==> config.mk <==
export PLATFORM = sky130hd
export DESIGN_NAME = calendar_add_days
export DESIGN_NICKNAME = d
export VERILOG_FILES = /design/src/hdl/cad_pkg.sv /design/src/hdl/cad_ctrl.sv /design/src/hdl/cad_dpath.sv /design/src/hdl/calendar_add_days.sv
export SDC_FILE = /design/constraint.sdc
export NUM_CORES = 1
export LEC_CHECK = 0
export ABC_CLOCK_PERIOD_IN_PS = 4200
export BUFFER_PORTS_ARGS = -buffer_cell sky130_fd_sc_hd__clkbuf_2
export CELL_PAD_IN_SITES_DETAIL_PLACEMENT = 0
export CELL_PAD_IN_SITES_GLOBAL_PLACEMENT = 1
export CORE_ASPECT_RATIO = 0.5
export CORE_MARGIN = 4
export CORE_UTILIZATION = 39
export CTS_CLUSTER_SIZE = 12
export DETAILED_ROUTE_END_ITERATION = 12
export PLACE_DENSITY = 0.74
export SLEW_MARGIN = 20
export SYNTH_ARGS = -nofsm -noshare
export SYNTH_HDL_FRONTEND = slang
export SYNTH_SLANG_ARGS = --single-unit
==> constraint.sdc <==
create_clock -name clk -period 4.2 [get_ports clk]
set_input_delay 0 -clock clk [delete_from_list [all_inputs] [get_ports clk]]
set_output_delay 0 -clock clk [all_outputs]
set_load 0.01 [all_outputs]
==> src/hdl/cad_pkg.sv <==
`default_nettype none
package cad_pkg;

	localparam int unsigned DayW   = 5;
	localparam int unsigned MonthW = 4;
	localparam int unsigned YearW  = 14;
	localparam int unsigned AddW   = 15;
	// day-of-year plus count stays below 2^16
	localparam int unsigned TotalW = 16;
	// walking year may pass the field width
	localparam int unsigned WalkYearW = YearW + 1;

	localparam logic [YearW-1:0] LeapCycle = YearW'(400);
	localparam logic [YearW-1:0] CycleLast = YearW'(399);
	localparam logic [YearW-1:0] Century1  = YearW'(100);
	localparam logic [YearW-1:0] Century2  = YearW'(200);
	localparam logic [YearW-1:0] Century3  = YearW'(300);

	localparam logic [MonthW-1:0] MonthJan = MonthW'(1);
	localparam logic [MonthW-1:0] MonthFeb = MonthW'(2);
	localparam logic [MonthW-1:0] MonthDec = MonthW'(12);

	localparam logic [DayW-1:0] FebLeapDays = DayW'(29);
	localparam logic [DayW-1:0] MonthLen [12] = '{
		DayW'(31), DayW'(28), DayW'(31), DayW'(30), DayW'(31), DayW'(30),
		DayW'(31), DayW'(31), DayW'(30), DayW'(31), DayW'(30), DayW'(31)
	};

	typedef enum logic [3:0] {
		ST_IDLE   = 4'b0001,
		ST_REDUCE = 4'b0010,
		ST_DOY    = 4'b0100,
		ST_WALK   = 4'b1000
	} state_t;

	typedef struct packed {
		logic load;
		logic reduce_step;
		logic doy_step;
		logic walk_init;
		logic walk_step;
	} cmd_t;

	typedef struct packed {
		logic reduce_done;
		logic doy_done;
		logic walk_done;
	} sts_t;

	// months outside 1..12 count as zero days
	function automatic logic [DayW-1:0] month_days(input logic [MonthW-1:0] m,
			input logic leap);
		logic [DayW-1:0] len;
		len = '0;
		if (m >= MonthJan && m <= MonthDec) begin
			if (m == MonthFeb && leap) begin
				len = FebLeapDays;
			end else begin
				len = MonthLen[m - MonthJan];
			end
		end
		return len;
	endfunction

endpackage
`default_nettype wire

==> src/hdl/cad_ctrl.sv <==
`default_nettype none
module cad_ctrl
	import cad_pkg::*;
(
	input  wire  clk,
	input  wire  arst_n,
	input  wire  start,
	input  sts_t sts,
	output cmd_t cmd,
	output logic busy,
	output logic done
);

	state_t state_q, state_d;
	logic   done_q;

	always_comb begin
		state_d = state_q;
		cmd     = '0;
		case (state_q)
			ST_IDLE: begin
				if (start) begin
					cmd.load = 1'b1;
					state_d  = ST_REDUCE;
				end
			end
			ST_REDUCE: begin
				if (sts.reduce_done) begin
					state_d = ST_DOY;
				end else begin
					cmd.reduce_step = 1'b1;
				end
			end
			ST_DOY: begin
				if (sts.doy_done) begin
					cmd.walk_init = 1'b1;
					state_d       = ST_WALK;
				end else begin
					cmd.doy_step = 1'b1;
				end
			end
			ST_WALK: begin
				if (sts.walk_done) begin
					state_d = ST_IDLE;
				end else begin
					cmd.walk_step = 1'b1;
				end
			end
			default: begin
				state_d = ST_IDLE;
			end
		endcase
	end

	always_ff @(posedge clk or negedge arst_n) begin
		if (!arst_n) begin
			state_q <= ST_IDLE;
			done_q  <= 1'b0;
		end else begin
			state_q <= state_d;
			done_q  <= (state_q == ST_WALK) && sts.walk_done;
		end
	end

	assign busy = (state_q != ST_IDLE);
	assign done = done_q;

endmodule
`default_nettype wire

==> src/hdl/cad_dpath.sv <==
`default_nettype none
module cad_dpath
	import cad_pkg::*;
(
	input  wire                 clk,
	input  cmd_t                cmd,
	input  wire  [DayW-1:0]     start_day,
	input  wire  [MonthW-1:0]   start_month,
	input  wire  [YearW-1:0]    start_year,
	input  wire  [AddW-1:0]     days_to_add,
	output sts_t                sts,
	output logic [DayW-1:0]     new_day,
	output logic [MonthW-1:0]   new_month,
	output logic [YearW-1:0]    new_year
);

	logic [TotalW-1:0]    total_q;
	logic [MonthW-1:0]    mon_q;
	logic [MonthW-1:0]    m_q;
	logic [WalkYearW-1:0] year_q;
	// year modulo 400, tracked alongside the walking year
	logic [YearW-1:0]     cyc_q;
	logic                 leap;
	logic [DayW-1:0]      len;

	assign leap = (cyc_q[1:0] == 2'b00) && (cyc_q != Century1) &&
		(cyc_q != Century2) && (cyc_q != Century3);
	assign len  = month_days(m_q, leap);

	assign sts.reduce_done = (cyc_q < LeapCycle);
	assign sts.doy_done    = (m_q >= mon_q);
	assign sts.walk_done   = (total_q <= TotalW'(len));

	always_ff @(posedge clk) begin
		if (cmd.load) begin
			total_q <= TotalW'(start_day) + TotalW'(days_to_add);
			mon_q   <= start_month;
			m_q     <= MonthJan;
			year_q  <= WalkYearW'(start_year);
			cyc_q   <= start_year;
		end
		if (cmd.reduce_step) begin
			cyc_q <= cyc_q - LeapCycle;
		end
		if (cmd.doy_step) begin
			total_q <= total_q + TotalW'(len);
			m_q     <= m_q + MonthW'(1);
		end
		if (cmd.walk_init) begin
			m_q <= MonthJan;
		end
		if (cmd.walk_step) begin
			total_q <= total_q - TotalW'(len);
			if (m_q == MonthDec) begin
				// roll over to January of the next year
				m_q    <= MonthJan;
				year_q <= year_q + WalkYearW'(1);
				cyc_q  <= (cyc_q == CycleLast) ? '0 : cyc_q + YearW'(1);
			end else begin
				m_q <= m_q + MonthW'(1);
			end
		end
	end

	assign new_day   = total_q[DayW-1:0];
	assign new_month = m_q;
	assign new_year  = year_q[YearW-1:0];

endmodule
`default_nettype wire

==> src/hdl/calendar_add_days.sv <==
`default_nettype none
// Gregorian date plus a day count.
// Pulse start with start_day, start_month, start_year and days_to_add while
// busy is low; the fields are captured on that transfer and busy rises on the
// next cycle. One item is worked on at a time.
// The work runs in three phases, the last two on one shared month-length
// lookup, each phase testing its end condition before every step:
//   - reduce the year modulo 400 for the leap rule, one subtract per cycle,
//     at most 40 steps for years up to 16383;
//   - sum the months before the start month, one month per cycle, up to 14;
//   - walk month by month from January, one month per cycle, up to about
//     1090 steps for the largest count.
// done is registered from the end of the walk phase; the next start is taken
// in the cycle done is high.
// The result is on new_day, new_month and new_year in the cycle in which done
// is high and holds until the next start is taken; the receiver cannot stall
// it.
// Reset clears the controller to idle with busy and done low.
module calendar_add_days
	import cad_pkg::*;
(
	input  wire                clk,
	input  wire                arst_n,
	input  wire                start,
	output logic               busy,
	input  wire  [DayW-1:0]    start_day,
	input  wire  [MonthW-1:0]  start_month,
	input  wire  [YearW-1:0]   start_year,
	input  wire  [AddW-1:0]    days_to_add,
	output logic               done,
	output logic [DayW-1:0]    new_day,
	output logic [MonthW-1:0]  new_month,
	output logic [YearW-1:0]   new_year
);

	cmd_t cmd;
	sts_t sts;

	cad_ctrl u_ctrl (
		.clk    (clk),
		.arst_n (arst_n),
		.start  (start),
		.sts    (sts),
		.cmd    (cmd),
		.busy   (busy),
		.done   (done)
	);

	cad_dpath u_dpath (
		.clk         (clk),
		.cmd         (cmd),
		.start_day   (start_day),
		.start_month (start_month),
		.start_year  (start_year),
		.days_to_add (days_to_add),
		.sts         (sts),
		.new_day     (new_day),
		.new_month   (new_month),
		.new_year    (new_year)
	);

	a_done_idle: assert property (@(posedge clk) disable iff (!arst_n)
		done |-> !busy)
		else $error("result strobe while busy");

	a_start_busy: assert property (@(posedge clk) disable iff (!arst_n)
		(start && !busy) |=> (busy && !done))
		else $error("accepted start did not raise busy");

	a_done_single: assert property (@(posedge clk) disable iff (!arst_n)
		done |=> !done)
		else $error("result strobe longer than one cycle");

	a_month_range: assert property (@(posedge clk) disable iff (!arst_n)
		done |-> (new_month >= MonthJan && new_month <= MonthDec))
		else $error("result month out of range");

endmodule
`default_nettype wire
==> results of run 1 <==
## worst paths after layout
kind                                       from                end  slack (ns)  depth (start not counted)
setup / recovery           u_dpath.new_month[1]  u_dpath.year_q[3]        0.36                         15
hold / removal                           arst_n        u_ctrl.done       0.005                          2
setup reg to reg           u_dpath.new_month[1]  u_dpath.year_q[3]        0.36                         15
hold reg to reg               u_dpath.year_q[9]  u_dpath.year_q[9]        0.49                          1
max in group asynchronous                arst_n  u_ctrl.state_q[0]        3.97                          2
min in group clk                 start_year[10]  u_dpath.cyc_q[10]        0.01                          3
## logic make-up (layout without fill, tap and decap cells)
family          Yosys count  in the layout  share of synthesized area, %
mux                       2              2                         0.438
buf+inv                  61            137                          5.70
simple gates            225            225                          24.2
xor+xnor                 29             29                          5.56
fa+ha+maj                34             34                          9.81
flops                    57             57                          30.8
compound gates          152            152                          23.4
## metal layers
layer	global-route usage (%)	share of wire, %	vias up
met1	27.8	50	2020
li1	-	-	2203
met3	3.87	4.9	16
met2	30.1	44	102
met4	4.88	1.2	0
met5	0	0	-
## final cells by class
class                      instances  share of cell area, %
clock buffer                      14                   5.19
clock inverter                     2                  0.615
inverter                          28                   1.91
multi-input combinational        442                   52.8
sequential                        57                   25.6
tap                              159                   3.62
timing repair buffer              93                   10.2
## sequential cells by signal, summed over array words and instances (netlist names)
register and count:
u_dpath.total_q 16, u_dpath.mon_q 4, u_dpath.year_q 14, u_ctrl.done 1, u_ctrl.state_q 4, u_dpath.cyc_q 14, u_dpath.new_month 4
## layout by cell type, fill, tap and decap left out, types with 10 or more instances in the layout
| master | count |
|---|---|
| sky130_fd_sc_hd__and3_1 | 12 |
| sky130_fd_sc_hd__clkbuf_2 | 65 |
| sky130_fd_sc_hd__edfxtp_1 | 24 |
| sky130_fd_sc_hd__buf_4 | 17 |
| sky130_fd_sc_hd__nor2_1 | 47 |
| sky130_fd_sc_hd__xor2_1 | 14 |
| sky130_fd_sc_hd__ha_1 | 31 |
| sky130_fd_sc_hd__clkbuf_16 | 10 |
| sky130_fd_sc_hd__dfxtp_1 | 28 |
| sky130_fd_sc_hd__dlygate4sd3_1 | 11 |
| sky130_fd_sc_hd__o21a_1 | 10 |
| sky130_fd_sc_hd__nand3_1 | 28 |
| sky130_fd_sc_hd__xnor2_1 | 15 |
| sky130_fd_sc_hd__inv_1 | 28 |
| sky130_fd_sc_hd__a31oi_1 | 12 |
| sky130_fd_sc_hd__a21oi_1 | 36 |
| sky130_fd_sc_hd__nor3_1 | 18 |
| sky130_fd_sc_hd__o22ai_1 | 12 |
| sky130_fd_sc_hd__o21ai_0 | 19 |
| sky130_fd_sc_hd__nand2_1 | 62 |
## power by group through the flow
stage / clock network, mW / registers (mW) / logic (mW)
2_1_floorplan: 0 / 1.06 / 1.14
3_3_place_gp: 0 / 1.15 / 1.50
3_5_place_dp: 0 / 1.15 / 1.50
4_1_cts: 0.800 / 1.14 / 1.52
5_1_grt: 0.826 / 1.19 / 1.71
6_report: 0.784 / 1.15 / 1.51
## what timing repair did
action                     4_1_cts  5_1_grt
hold buffers                    11        0
setup endpoints to repair        0        0
hold endpoints to repair        16        0
## stage by stage
stage | hold slack, ns | setup slack, ns | area, um^2 | util (%)
after floorplan | -0.296 | 0.0816 | 4570 | -
after global placement | -0.179 | 0.471 | 5070 | 45.2
after detailed placement | -0.179 | 0.354 | 5070 | 45.2
after CTS | 0.00486 | 0.343 | 5500 | 49.0
after global routing | 0.0215 | 0.0211 | 5500 | 49.0
final | 0.00541 | 0.360 | 5500 | 49.0
## worst max-delay path: cells and delay by family (launching register included)
family,cells,cell delay [ns]
buf+inv,4,0.65
fa+ha+maj,3,0.81
flops,1,0.51
compound gates,6,1.01
simple gates,2,0.74
==> impl_metrics.env, run 1 <==
export IMPL_total_switching_power_mw=1.41
export IMPL_async_reset_ff_share_pct=8.77
export IMPL_crit_path_cell_trace="inv_1 > ha_1 > nand2_1 > o32ai_1 > buf_4 > a21oi_1 > ha_1 > fa_1 > inv_1 > a21oi_1 > o211ai_1 > a21boi_2 > buf_4 > or4b_2 > o221a_2"
export IMPL_total_global_routing_track_utilization_pct=19.4
export IMPL_peakVddDrop_uv=261
export IMPL_synth_top_cell_area_share_pct=15.8
export IMPL_finalHoldViolCount=0
export IMPL_seqCellArea_um2=1410
export IMPL_worst_slew_pin_transition_ns=0.953
export IMPL_number_of_register_bits_inferred_by_synthesis=57
export IMPL_final_nets=706
export IMPL_finalNonFillerCells=795
export IMPL_run_status="complete, no violations"
export IMPL_insertedDiodeCount=0
export IMPL_drt_pass_1_iters=4
export IMPL_place_congestion=0.839
export IMPL_maxSlewHeadroom_pct=36.5
export IMPL_synthesis_area_per_instance_um2=8.16
export IMPL_start_util_pct=40.7
export IMPL_post_route_min_period_ns=3.84
export IMPL_crit_fanout=9
export IMPL_antenna_left=0
export IMPL_cts_buffers_inserted=9
export IMPL_number_of_i_o_port_buffers=65
export IMPL_post_syn_nets=635
export IMPL_die_width_um=161
export IMPL_dp_final_hpwl_um=9570
export IMPL_grt_max_degree=24
export IMPL_total_power_mw=3.44
export IMPL_clock_skew_ns=0.00704
export IMPL_timing_final_max_slew_violations=0
export IMPL_required_ns=4.42
export IMPL_num_vias=4341
export IMPL_drc_errors=0
export IMPL_post_synth_most_frequent_cells="sky130_fd_sc_hd__nand2_1, sky130_fd_sc_hd__nor2_1, sky130_fd_sc_hd__a21oi_1"
export IMPL_coreArea_um2=11200
export IMPL_drt_total_wl_um=12800
export IMPL_postCtsSetupRepairBufs=0
export IMPL_synth_top_cell_by_area="sky130_fd_sc_hd__edfxtp_1"
export IMPL_synth_cells=560
export IMPL_drtIter0Drc=342
export IMPL_clk_path_buf_depth=2
export IMPL_clk_pin_slew_ns=0.05
export IMPL_ratio_of_final_minimum_period_to_clock_period_pct=91.4
export IMPL_ys_warn_count=0
export IMPL_timing_setup_tns_ns=0
export IMPL_post_route_cells_drive_above_1_share_pct=19.2
export IMPL_pwr_share_seq_pct=33.4
export IMPL_power_per_cell_area_nw_per_um2=627
export IMPL_critical_path_startpoint_type="flip-flop"
export IMPL_critPathMaxStageDelay_ns=0.66
export IMPL_synth_enable_flop_cells=24
export IMPL_placementRows=27
export IMPL_fmax_mhz=260
export IMPL_cts_htree_levels=3
export IMPL_synth_seq_area_share_pct=30.8
export IMPL_die_height_um=84.5
export IMPL_cts_root_buf="sky130_fd_sc_hd__clkbuf_16"
export IMPL_pwr_share_clk_pct=22.8
export IMPL_p_sw_share_pct=41.0
export IMPL_floorplan_die_area_um2=13600
export IMPL_cell_internal_pwr_mw=2.03
export IMPL_timing_hold_worst_class="input pin to async pin"
export IMPL_boundaryPins=66
export IMPL_fillers=1131
export IMPL_multi_input_comb_area_um2=2900
export IMPL_grt_pass1_vias=4226
export IMPL_yosys_cell_count_top_type="sky130_fd_sc_hd__nand2_1"
export IMPL_antenna_violations_before_repair=0
export IMPL_post_place_cells=768
export IMPL_crit_slowest_cell="sky130_fd_sc_hd__or4b_2"
export IMPL_rsz0062_at_grt="false"
export IMPL_arrival_ns=4.06
export IMPL_count_of_max_cap_constraint_violations=0
export IMPL_cellLeakagePower_nw=2.30
export IMPL_layout_area_overhead_vs_synth_pct=20.3
export IMPL_path_class="flip-flop to flip-flop"
export IMPL_primary_flip_flop_cell_chosen_by_synthesis_mapping="sky130_fd_sc_hd__dfxtp_1"
export IMPL_tritoncts="built"
export IMPL_grt_pass1_wl_um=21800
export IMPL_via_per_inst=5.46
export IMPL_clock_sinks=57
export IMPL_cts_repair_resize_count=0
export IMPL_ys_types=68
export IMPL_drt_wl_cell_um=16.2
export IMPL_clkLatencyLatePin_ns=0.33
export IMPL_critical_path_endpoint_type="flip-flop"
export IMPL_post_synth_instance_area_um2=4570
export IMPL_share_of_total_power_in_combinational_logic_pct=43.9
export IMPL_netlist_top_cells_area="sky130_fd_sc_hd__edfxtp_1, sky130_fd_sc_hd__dfxtp_1, sky130_fd_sc_hd__ha_1"
export IMPL_grt_overflow_total=0
export IMPL_setup_viol=0
No activity file was read; power rests on OpenSTA's default activity.
==> run 2, diff against run 1 <==
ABC_CLOCK_PERIOD_IN_PS = default   (was 4200)
CORE_UTILIZATION = 47   (was 39)
PLACE_DENSITY = 0.84   (was 0.74)
clock period = 4.5 ns   (was 4.2 ns; I/O delays follow)
==> run 2 against run 1 <==
  * First-iteration DRC count fell by 1.5%
  * Largest power group unchanged
  * Wire length is 4.1% lower
  * Combinational power decreased by 7%
==> impl_metrics.env, run 2 (same netlist as run 1, synthesis figures left out) <==
export IMPL_insertedDiodeCount=0
export IMPL_crit_path_cell_trace="inv_1 > ha_1 > inv_1 > o22ai_1 > nand2b_1 > a21oi_1 > a21oi_1 > a21oi_1 > ha_1 > fa_1 > inv_1 > a21oi_1 > o211ai_1 > a21boi_2 > nor2_1 > buf_4 > a221oi_1 > o22ai_1"
export IMPL_maxSlewHeadroom_pct=54.5
export IMPL_critical_path_startpoint_type="flip-flop"
export IMPL_multi_input_comb_area_um2=2900
export IMPL_timing_setup_tns_ns=0
export IMPL_rsz0062_at_grt="false"
export IMPL_clock_skew_ns=0.00614
export IMPL_grt_max_degree=24
export IMPL_grt_pass1_wl_um=20400
export IMPL_via_per_inst=5.77
export IMPL_antenna_left=0
export IMPL_die_width_um=147
export IMPL_fmax_mhz=248
export IMPL_worst_hold_slack_ns=0.0145
export IMPL_place_congestion=0.837
export IMPL_placementRows=25
export IMPL_peakVddDrop_uv=253
export IMPL_fillers=911
export IMPL_power_per_cell_area_nw_per_um2=589
export IMPL_cts_root_buf="sky130_fd_sc_hd__clkbuf_16"
export IMPL_critical_path_most_common_cell="sky130_fd_sc_hd__a21oi_1"
export IMPL_finalHoldViolCount=0
export IMPL_clock_sinks=57
export IMPL_grt_pass1_vias=4134
export IMPL_coreArea_um2=9450
export IMPL_layout_cells_most_common="sky130_fd_sc_hd__clkbuf_2"
export IMPL_grt_overflow_total=0
export IMPL_final_cell_mix="sky130_fd_sc_hd__clkbuf_2, sky130_fd_sc_hd__nand2_1, sky130_fd_sc_hd__nor2_1"
export IMPL_worst_slew_pin_transition_ns=0.682
export IMPL_run_status="complete, no violations"
export IMPL_drc_errors=0
export IMPL_final_nets=700
export IMPL_grtUsageMet1_pct=30.1
export IMPL_num_vias=4411
export IMPL_seqCellArea_um2=1410
export IMPL_critPathMaxStageDelay_ns=0.52
export IMPL_drt_wl_cell_um=16.1
export IMPL_drt_pass_1_iters=5
export IMPL_critical_path_endpoint_type="flip-flop"
export IMPL_drtIter0Drc=337
export IMPL_drt_total_wl_um=12300
export IMPL_postCtsSetupRepairBufs=0
export IMPL_path_class="flip-flop to flip-flop"
export IMPL_dp_final_hpwl_um=9230
export IMPL_crit_fanout=9
export IMPL_clk_path_buf_depth=2
export IMPL_tritoncts="built"
export IMPL_setup_viol=0
export IMPL_largest_register_ffs=16
export IMPL_layout_area_overhead_vs_synth_pct=18.5
export IMPL_ratio_of_final_minimum_period_to_clock_period_pct=89.6
export IMPL_count_of_max_cap_constraint_violations=0
export IMPL_timing_hold_worst_class="input pin to flip-flop"
export IMPL_boundaryPins=66
export IMPL_crit_slowest_cell="sky130_fd_sc_hd__edfxtp_1"
export IMPL_arrival_ns=4.09
export IMPL_clkLatencyLatePin_ns=0.32
export IMPL_cts_buffers_inserted=9
export IMPL_post_route_cells_drive_above_1_share_pct=18.9
export IMPL_post_route_min_period_ns=4.03
export IMPL_cellLeakagePower_nw=2.27
export IMPL_worst_path_dominant_cell_family="compound AO/OA/AOI/OAI gates"
export IMPL_cts_htree_levels=3
export IMPL_total_global_routing_track_utilization_pct=21.7
export IMPL_layout_top_registers="u_dpath.total_q: 16 flops, u_dpath.cyc_q: 14 flops, u_dpath.year_q: 14 flops"
export IMPL_antenna_violations_before_repair=0
export IMPL_grt_util_met3_pct=4.43
export IMPL_required_ns=4.56
export IMPL_number_of_i_o_port_buffers=65
export IMPL_start_util_pct=48.3
export IMPL_clk_pin_slew_ns=0.05
export IMPL_floorplan_die_area_um2=11500
export IMPL_global_route_peak_usage_layer="met2"
export IMPL_timing_final_max_slew_violations=0
export IMPL_die_height_um=77.7
export IMPL_grt_util_met2_pct=35.4
export IMPL_registers_top_by_ff_count="u_dpath.total_q"
export IMPL_worstPathBufferInverterCount=4
## run 2: final timing paths
| kind | cells after the start | slack (ns) | to | from |
|---|---|---|---|---|
| setup / recovery | 18 | 0.47 | u_dpath.total_q[5] | u_dpath.new_month[0] |
| hold / removal | 2 | 0.01 | u_dpath.year_q[4] | start_year[4] |
| setup reg to reg | 18 | 0.47 | u_dpath.total_q[5] | u_dpath.new_month[0] |
| hold reg to reg | 1 | 0.49 | u_dpath.year_q[11] | u_dpath.year_q[11] |
| max in group asynchronous | 2 | 4.26 | u_ctrl.state_q[0] | arst_n |
| min in group asynchronous | 2 | 0.03 | u_ctrl.done | arst_n |
## run 2: final cells by class
type | instances | area share (%)
multi-input cells | 442 | 53.6
clock inverters | 6 | 1.53
clock buffers | 10 | 4.23
flip-flops and latches | 57 | 26.0
inverters | 28 | 1.94
well taps | 135 | 3.12
repair buffers | 87 | 9.53
## run 2: stage by stage
step	cell area [um^2]	power (mW)	util [%]	setup slack [ns]	cells
2_1_floorplan	4570	2.05	-	0.382	560
3_3_place_gp	5000	2.44	52.9	0.594	739
3_5_place_dp	5000	2.45	52.9	0.472	739
4_1_cts	5410	3.19	57.3	0.454	765
5_1_grt	5410	3.43	57.3	0.0433	765
6_report	5410	3.18	57.3	0.466	765
## run 2: per-layer routing
metal | routed length, um | vias to the layer above
met4 | 115 | 0
met1 | 5820 | 2063
met5 | 0 | -
met2 | 5510 | 142
li1 | - | 2189
met3 | 872 | 17
## run 2: where the power goes
group          leakage (nW)  switching (mW)  total, mW  internal (mW)
logic                  1.59           0.784       1.40          0.612
registers             0.524           0.280       1.07          0.787
clock network         0.152           0.241      0.722          0.481
## run 2: timing repair
action / in CTS / in global routing
resized for setup: 0 / 0
hold buffers: 10 / 0
hold endpoints to repair: 16 / 0
